File: config.mk
export PLATFORM = sky130hd
export DESIGN_NAME = spi_frame_exchange_xor
export DESIGN_NICKNAME = d
export VERILOG_FILES = /design/src/sfx_pkg.sv /design/src/sfx_core.sv /design/src/spi_frame_exchange_xor.sv
export SDC_FILE = /design/constraint.sdc
export NUM_CORES = 1
export LEC_CHECK = 0
export BUFFER_PORTS_ARGS = -buffer_cell sky130_fd_sc_hd__buf_2
export CAP_MARGIN = 10
export CORE_AREA = 10 10 182 184
export DETAILED_ROUTE_END_ITERATION = 10
export DIE_AREA = 0 0 192 194
export SLEW_MARGIN = 10
export SYNTH_ARGS = -nofsm -noshare
export SYNTH_HDL_FRONTEND = slang
export SYNTH_SLANG_ARGS = --single-unit
File: constraint.sdc
create_clock -name clk -period 2.9 [get_ports clk]
set_clock_uncertainty 0.05 [all_clocks]
set_input_delay 0.435 -clock clk [delete_from_list [all_inputs] [get_ports clk]]
set_output_delay 0.435 -clock clk [all_outputs]
set_load 0.005 [all_outputs]
File: src/sfx_pkg.sv
package sfx_pkg;

    typedef struct packed {
        logic [7:0]  rx_byte;
        logic [31:0] reply_payload;
    } item_t;

    typedef struct packed {
        logic [7:0]         tx_byte;
        logic               frame_done;
        logic               frame_good;
        logic [7:0]         rx_command;
        logic signed [31:0] rx_data;
    } result_t;

    typedef struct packed {
        logic [7:0] head_byte;
        logic [7:0] tail_byte;
        logic [7:0] ack_command;
    } cfg_t;

    localparam int CFG_IDX_W = 2;
    localparam int CFG_DATA_W = 8;

    localparam logic [CFG_IDX_W-1:0] CFG_HEAD = 2'd0;
    localparam logic [CFG_IDX_W-1:0] CFG_TAIL = 2'd1;
    localparam logic [CFG_IDX_W-1:0] CFG_ACK  = 2'd2;

    // byte slots within a frame
    localparam logic [2:0] POS_HEAD = 3'd0;
    localparam logic [2:0] POS_CMD  = 3'd1;
    localparam logic [2:0] POS_D0   = 3'd2;
    localparam logic [2:0] POS_D1   = 3'd3;
    localparam logic [2:0] POS_D2   = 3'd4;
    localparam logic [2:0] POS_D3   = 3'd5;
    localparam logic [2:0] POS_CHK  = 3'd6;
    localparam logic [2:0] POS_TAIL = 3'd7;

endpackage

File: src/sfx_core.sv
module sfx_core
    import sfx_pkg::*;
(
    input  logic    clk,
    input  logic    rst_n,
    input  logic    accept,
    input  item_t   item,
    input  cfg_t    cfg,
    output result_t res
);

    logic [2:0]  pos_reg;
    logic [7:0]  check_reg;
    logic [7:0]  command_reg;
    logic [31:0] data_reg;
    logic        head_ok_reg;
    logic [31:0] reply_reg;

    logic [7:0]  reply_xor;
    logic        good;

    assign reply_xor = cfg.ack_command ^ reply_reg[31:24] ^ reply_reg[23:16]
                     ^ reply_reg[15:8] ^ reply_reg[7:0];

    assign good = head_ok_reg && (item.rx_byte == cfg.tail_byte) && (check_reg == 8'h00);

    always_comb
    begin
        res = '0;
        case (pos_reg)
            POS_HEAD: res.tx_byte = cfg.head_byte;
            POS_CMD:  res.tx_byte = cfg.ack_command;
            POS_D0:   res.tx_byte = reply_reg[31:24];
            POS_D1:   res.tx_byte = reply_reg[23:16];
            POS_D2:   res.tx_byte = reply_reg[15:8];
            POS_D3:   res.tx_byte = reply_reg[7:0];
            POS_CHK:  res.tx_byte = reply_xor;
            default:  res.tx_byte = cfg.tail_byte;
        endcase
        if (pos_reg == POS_TAIL)
        begin
            res.frame_done = 1'b1;
            res.frame_good = good;
            res.rx_command = command_reg;
            res.rx_data    = data_reg;
        end
    end

    always_ff @(posedge clk or negedge rst_n)
    begin
        if (!rst_n)
        begin
            pos_reg     <= POS_HEAD;
            check_reg   <= '0;
            command_reg <= '0;
            data_reg    <= '0;
            head_ok_reg <= 1'b0;
            reply_reg   <= '0;
        end
        else if (accept)
        begin
            pos_reg <= pos_reg + 3'd1;
            case (pos_reg) inside
                POS_HEAD:
                begin
                    head_ok_reg <= (item.rx_byte == cfg.head_byte);
                    check_reg   <= '0;
                end
                POS_CMD:
                begin
                    command_reg <= item.rx_byte;
                    check_reg   <= item.rx_byte;
                end
                POS_D0, POS_D1, POS_D2, POS_D3:
                begin
                    data_reg  <= {data_reg[23:0], item.rx_byte};
                    check_reg <= check_reg ^ item.rx_byte;
                end
                POS_CHK:
                begin
                    check_reg <= check_reg ^ item.rx_byte;
                end
                default:
                begin
                    // bad frame sends a zero word next time
                    reply_reg <= good ? item.reply_payload : 32'd0;
                end
            endcase
        end
    end

endmodule

File: src/spi_frame_exchange_xor.sv
// Slave side of an eight-byte full-duplex frame exchange with XOR checksum.
// item channel: one beat per SPI byte slot, carrying the received byte and
// the word to reply with next if the current frame turns out good.
// result channel: one beat per item, carrying the byte to send in that slot;
// on the eighth slot it also reports frame_done, frame_good, the received
// command and the signed data word.
// A result is valid in the cycle after its item is accepted; throughput is
// one item per cycle while result_ready is high (single result register).
// When the result receiver stalls, the result register holds and item_ready
// drops until the result beat is taken (or is taken in the same cycle).
// Config writes (cfg_we, cfg_index, cfg_data) are registered in cfg_reg;
// index 0 head byte, 1 tail byte, 2 ack command, others are ignored.
// Reset clears the config registers, the slot counter (next byte is a head)
// and the reply word, and empties the result register.
module spi_frame_exchange_xor
    import sfx_pkg::*;
(
    input  logic                  clk,
    input  logic                  rst_n,
    input  logic                  item_valid,
    output logic                  item_ready,
    input  item_t                 item,
    output logic                  result_valid,
    input  logic                  result_ready,
    output result_t               result,
    input  logic                  cfg_we,
    input  logic [CFG_IDX_W-1:0]  cfg_index,
    input  logic [CFG_DATA_W-1:0] cfg_data
);

    cfg_t    cfg_reg;
    logic    out_valid_reg;
    result_t out_reg;
    result_t res_next;
    logic    accept;

    assign item_ready = !out_valid_reg || result_ready;
    assign accept     = item_valid && item_ready;

    always_ff @(posedge clk or negedge rst_n)
    begin
        if (!rst_n)
        begin
            cfg_reg <= '0;
        end
        else if (cfg_we)
        begin
            unique case (cfg_index)
                CFG_HEAD: cfg_reg.head_byte   <= cfg_data;
                CFG_TAIL: cfg_reg.tail_byte   <= cfg_data;
                CFG_ACK:  cfg_reg.ack_command <= cfg_data;
                default:  ;
            endcase
        end
    end

    sfx_core u_core (
        .clk    (clk),
        .rst_n  (rst_n),
        .accept (accept),
        .item   (item),
        .cfg    (cfg_reg),
        .res    (res_next)
    );

    always_ff @(posedge clk or negedge rst_n)
    begin
        if (!rst_n)
        begin
            out_valid_reg <= 1'b0;
        end
        else if (item_ready)
        begin
            out_valid_reg <= item_valid;
        end
    end

    always_ff @(posedge clk)
    begin
        if (accept)
        begin
            out_reg <= res_next;
        end
    end

    assign result_valid = out_valid_reg;
    assign result       = out_reg;

endmodule

==> results.yml, run 1 <==
floorplanning:
  ios: 107
  fp.dieW_um: 192
  dieHeight_um: 194
  start_util: 0.246
  fp-row-count: 63
  core-area_um2: 29400
  die_area_um2: 37200
place:
  portBuffers: 106
  dp_hpwl_um: 12600
  gp_congestion: 0.795
  place_area_um2: 8210
  post-place-ws_ns: 0.274
grt:
  antenna_found_initial: 0
  gr-total-overflow: 0
  grtUsageMet2: 0.138
  grt_max_degree: 85
  met3_usage: 0.0311
  grt_use_total: 0.0959
  grt_pass1_wl_um: 28000
  first_global_vias: 4736
  use_met1: 0.134
  busiest_layer: "met2"
clock_tree:
  cts-root-buf: "clkbuf_16"
  cts_setup_buffers: 0
  clk_pin_slew_ns: 0.07
  clock_latency_ns: 0.42
  cts-resized-gates: 0
  htree_levels: 4
  cts_tree: "done"
  cts_buffer_depth: 2
  clock_sinks: 159
  cts_buffers: 17
critical_path:
  cp-start-kind: "flip-flop"
  critPathMaxFanout: 16
  critical_path_arrival_ns: 2.90
  cp-end-kind: "flip-flop"
  crit_chain: "ha_1 > ha_1 > or4_1 > and3_1 > a21oi_1 > a21oi_1"
  cp_num_buf_inv: 0
  path_class: "flip-flop to flip-flop"
  critical-path-max-stage-delay_ns: 0.70
  critPathSlowestCell: "or4_1"
  cp.required_ns: 3.13
  critPathTopFamily: "simple AND/OR/NAND/NOR gates"
synthesis:
  syn_inst: 562
  async_flop_share: 0.686
  synthTopCellsByArea: "dfrtp_1 38%, edfxtp_1 21%, mux2_2 11%"
  syn_avg_cell_area_um2: 12.9
  synth_area_um2: 7240
  syn_nets: 623
  synth_edf_count: 50
  synthFlopType: "dfrtp_1"
  ys_types: 37
  synth-seq-cells: 159
  yosys.area.top_type: "dfrtp_1"
  synth_top_cell_area_share: 0.377
  yosysWarnings: 0
  synth-seq-area-share: 0.584
  yosys-top-cells-count: "109 x dfrtp_1, 73 x and2_1, 73 x mux2_2"
  yosysMostFrequentCell: "dfrtp_1"
power:
  power_density_nw_per_um2: 852
  vdd.ir_drop.worst_uv: 402
  leakagePower_uw: 0.00373
sta:
  rsz0062_at_grt: "no"
  final.setup.tns_ns: 0
  fin_crit_sh: 0.921
  timing.fmax_ghz: 0.375
  period_needed_ns: 2.67
  setup_viol: 0
  finalHoldViolCount: 0
  worst_pin_slew_ns: 0.692
  fin_ws_ns: 0.230
  report.final.slew_viol_count: 0
  slew_headroom: 0.537
finish:
  fin_util: 0.299
  drive_gt1_frac: 0.345
  area_growth_syn_to_layout_pct: 21.4
  stdcell_area_um2: 8790
  final_nets: 723
  n_antenna_cell: 0
  largest_reg_flops: 50
detailed_routing:
  drtIter0Drc: 388
  totalWireLength_um: 18000
  vias_per_cell: 4.36
  drt-pass1-iter-count: 4
  drc_errors: 0
  wl_per_cell_um: 16.9
  postRouteAntennaNets: 0
  vias: 4642
min_path:
  worstHoldPathType: "input port to flip-flop"
run:
  maxCapViolations: 0
run_status:
  outcome: "finished clean"
[logic make-up after synthesis]
group                    after synthesis  synth area share
AO/OA/AOI/OAI                        104            0.0987
multiplexers                          73             0.114
flip-flops                           159             0.584
XOR/XNOR                              49            0.0593
buffers and inverters                 51            0.0316
AND/OR/NAND/NOR                      120             0.102
adder cells (fa/ha/maj)                6            0.0104
[worst register-to-register path: stages (launching register included)]
cell and delay, ns:
dfrtp_1 0.43, ha_1 0.24, ha_1 0.35, or4_1 0.70, and3_1 0.47, a21oi_1 0.23
a21oi_1 0.06
[layout by cell type (no fill, tap or decap), types with 5 or more instances in the layout]
cell type and instances:
ha_1 6, a21oi_1 26, o22ai_1 8, clkbuf_16 17, buf_2 105, dfrtp_1 109, buf_4 12, mux2_2 73
o21ai_0 21, nand3_1 14, edfxtp_1 50, a22oi_1 5, and2_1 73, nand2_1 7, xor2_1 9, xnor2_1 40
a221o_1 5, a31o_1 29, inv_1 11
[power by group]
group	internal (uW)	leakage (uW)	total, uW	switching [uW]
Combinational	988	0.00159	2100	1110
Clock	1150	0.000272	2150	992
Sequential	2900	0.00187	3240	341
Total	5040	0.00373	7480	2440
[final cells by class]
class | count | area, um^2
clock buffers | 19 | 443
clock inverters | 13 | 121
fillers | 2999 | 20600
inverters | 12 | 45.0
multi-input cells | 352 | 2800
flip-flops and latches | 159 | 4230
well taps | 390 | 488
repair buffers | 120 | 666
[metrics by stage]
step                      instances  hold slack, ns  power (uW)
after floorplan                 562          0.0894        4670
after global routing           1065           0.159        7920
after global placement         1032           0.322        5350
after CTS                      1065           0.163        7550
after detailed placement       1032           0.326        5390
final                          1065           0.178        7480
[per-layer routing]
layer,up-vias,routed length [um]
li1,2208,-
met1,2276,8460
met2,149,8040
met3,9,1350
met4,0,110
met5,-,0
[final timing paths]
check	startpoint	endpoint	slack [ns]	cells past startpoint
min in group asynchronous	rst_n	u_core.reply_reg[6]$_DFFE_PN0P_	0.41	2
min reg2reg	u_core.command_reg[5]$_DFFE_PN0P_	u_core.command_reg[5]$_DFFE_PN0P_	0.45	1
min	item[3]	u_core.reply_reg[3]$_DFFE_PN0P_	0.18	2
max reg2reg	u_core.pos_reg[0]$_DFFE_PN0P_	u_core.check_reg[4]$_DFFE_PN0P_	0.23	6
max	u_core.pos_reg[0]$_DFFE_PN0P_	u_core.check_reg[4]$_DFFE_PN0P_	0.23	6
max in group asynchronous	rst_n	u_core.data_reg[9]$_DFFE_PN0P_	1.60	3
[what timing repair did]
item	CTS	global route
hold endpoints to repair	25	0
endpoints found under the setup margin	0	0
hold buffers	1	0
Power figures use the tool's default switching activity.
==> inputs of run 2 (changes only) <==
--- a/config.mk
+++ b/config.mk
@@ -8,6 +8,7 @@
 export BUFFER_PORTS_ARGS = -buffer_cell sky130_fd_sc_hd__buf_2
 export CAP_MARGIN = 10
 export CORE_AREA = 10 10 182 184
+export CTS_BUF_LIST = sky130_fd_sc_hd__clkbuf_4
 export DETAILED_ROUTE_END_ITERATION = 10
 export DIE_AREA = 0 0 192 194
 export SLEW_MARGIN = 10
==> run 2 against run 1 <==
  * Total power decreased by 12%
  * Core utilization down 0.11 points
  * Highest routed layer unchanged
  * Flip-flop and latch count unchanged
==> results.yml, run 2 (same netlist as run 1, synthesis figures left out) <==
sta:
  slew_headroom: 0.546
  rsz0062_at_grt: "no"
  setup_viol: 0
  final.setup.tns_ns: 0
  fin_crit_sh: 0.933
  finalHoldViolCount: 0
  report.final.slew_viol_count: 0
  timing.fmax_ghz: 0.370
  worst_pin_slew_ns: 0.679
  period_needed_ns: 2.71
grt:
  grt_max_degree: 85
  grt_pass1_wl_um: 27900
  gr-total-overflow: 0
  antenna_found_initial: 0
  grt_use_total: 0.0955
  first_global_vias: 4780
clock_tree:
  cts_tree: "done"
  clock_sinks: 159
  clk_pin_slew_ns: 0.15
  cts_buffer_depth: 2
  clock_latency_ns: 0.56
  cts_buffers: 17
  htree_levels: 4
  cts_setup_buffers: 0
  cts-root-buf: "clkbuf_4"
finish:
  stdcell_area_um2: 8750
  drive_gt1_frac: 0.332
  fillerInstances: 3005
  register_area_um2: 4230
  multi_input_area_um2: 2800
  layout_common_cells: "109 x dfrtp_1, 105 x buf_2, 73 x mux2_2, 73 x and2_1, 50 x edfxtp_1"
  area_growth_syn_to_layout_pct: 20.9
  largest_reg_flops: 50
  final_nets: 750
  fin_util: 0.298
  final_common_cell: "dfrtp_1"
  n_antenna_cell: 0
detailed_routing:
  drt-pass1-iter-count: 7
  postRouteAntennaNets: 0
  drtIter0Drc: 364
  vias: 4736
  totalWireLength_um: 18000
  wl_per_cell_um: 16.5
  vias_per_cell: 4.34
  drc_errors: 0
floorplanning:
  fp-row-count: 63
  die_area_um2: 37200
  ios: 107
  dieHeight_um: 194
  fp.dieW_um: 192
  start_util: 0.246
  core-area_um2: 29400
place:
  gp_congestion: 0.795
  dp_hpwl_um: 12600
  portBuffers: 106
  place_area_um2: 8210
critical_path:
  path_class: "flip-flop to flip-flop"
  cp-end-kind: "flip-flop"
  critPathMaxFanout: 16
  reg2reg_slack_ns: 0.19
  critical_path_arrival_ns: 3.09
  cp.required_ns: 3.29
  cp-start-kind: "flip-flop"
power:
  power_density_nw_per_um2: 755
  power_uw: 6610
  leakagePower_uw: 0.00371
  vdd.ir_drop.worst_uv: 319
min_path:
  worstHoldPathType: "input port to flip-flop"
run_status:
  outcome: "finished clean"
run:
  maxCapViolations: 0
## run 2: cell count changes in the layout (fill, tap and decap cells not counted), sizes merged
cell         before  now
clkinv            4    5
dlygate4sd3       1   28
clkbuf           19   18
## run 2: final timing paths
| path | endpoint | cells past startpoint | start |
|---|---|---|---|
| max | u_core.check_reg[4]$_DFFE_PN0P_ | 6 | u_core.pos_reg[0]$_DFFE_PN0P_ |
| min | u_core.reply_reg[24]$_DFFE_PN0P_ | 2 | item[24] |
| min in group asynchronous | u_core.reply_reg[6]$_DFFE_PN0P_ | 2 | rst_n |
| max reg2reg | u_core.check_reg[4]$_DFFE_PN0P_ | 6 | u_core.pos_reg[0]$_DFFE_PN0P_ |
| max in group asynchronous | u_core.data_reg[9]$_DFFE_PN0P_ | 3 | rst_n |
| min reg2reg | u_core.command_reg[1]$_DFFE_PN0P_ | 1 | u_core.command_reg[1]$_DFFE_PN0P_ |
## run 2: power by group
group          switching (uW)  internal, uW  leakage, uW
registers                 340          2890      0.00187
clock network             873           381     0.000139
logic                    1110          1010      0.00170
## run 2: critical path, stage by stage (launching register included)
cell	delay [ns]
dfrtp_1	0.46
ha_1	0.24
ha_1	0.36
or4_1	0.71
and3_1	0.47
a21oi_1	0.23
a21oi_1	0.06
## run 2: routing by layer
layer | vias up | GRT usage | share of wire
met5 | - | 0 | 0
met4 | 0 | 0.0200 | 0.0075
met3 | 12 | 0.0340 | 0.074
met2 | 146 | 0.138 | 0.45
met1 | 2313 | 0.133 | 0.47
li1 | 2265 | - | -
## run 2: through the flow
| stage | setup slack, ns | hold WS, ns | std cells |
|---|---|---|---|
| 5_1_grt | 0.101 | 0.000751 | 1092 |
| 3_5_place_dp | 0.274 | 0.326 | 1032 |
| 2_1_floorplan | 0.174 | 0.0894 | 562 |
| 4_1_cts | 0.249 | 0.000741 | 1072 |
| 3_3_place_gp | 0.329 | 0.322 | 1032 |
| 6_report | 0.194 | 0.0357 | 1092 |
## run 2: final cells by class
| cell class | count | share of cell area |
|---|---|---|
| clock buffers | 18 | 0.0154 |
| inverters | 12 | 0.00515 |
| repair buffers | 147 | 0.107 |
| multi-input cells | 352 | 0.319 |
| flip-flops and latches | 159 | 0.483 |
| well taps | 390 | 0.0557 |
| clock inverters | 14 | 0.0143 |
## run 2: what timing repair did
action,CTS,global route
gates resized for setup,0,0
hold buffers,8,20
endpoints found under the hold margin,32,20
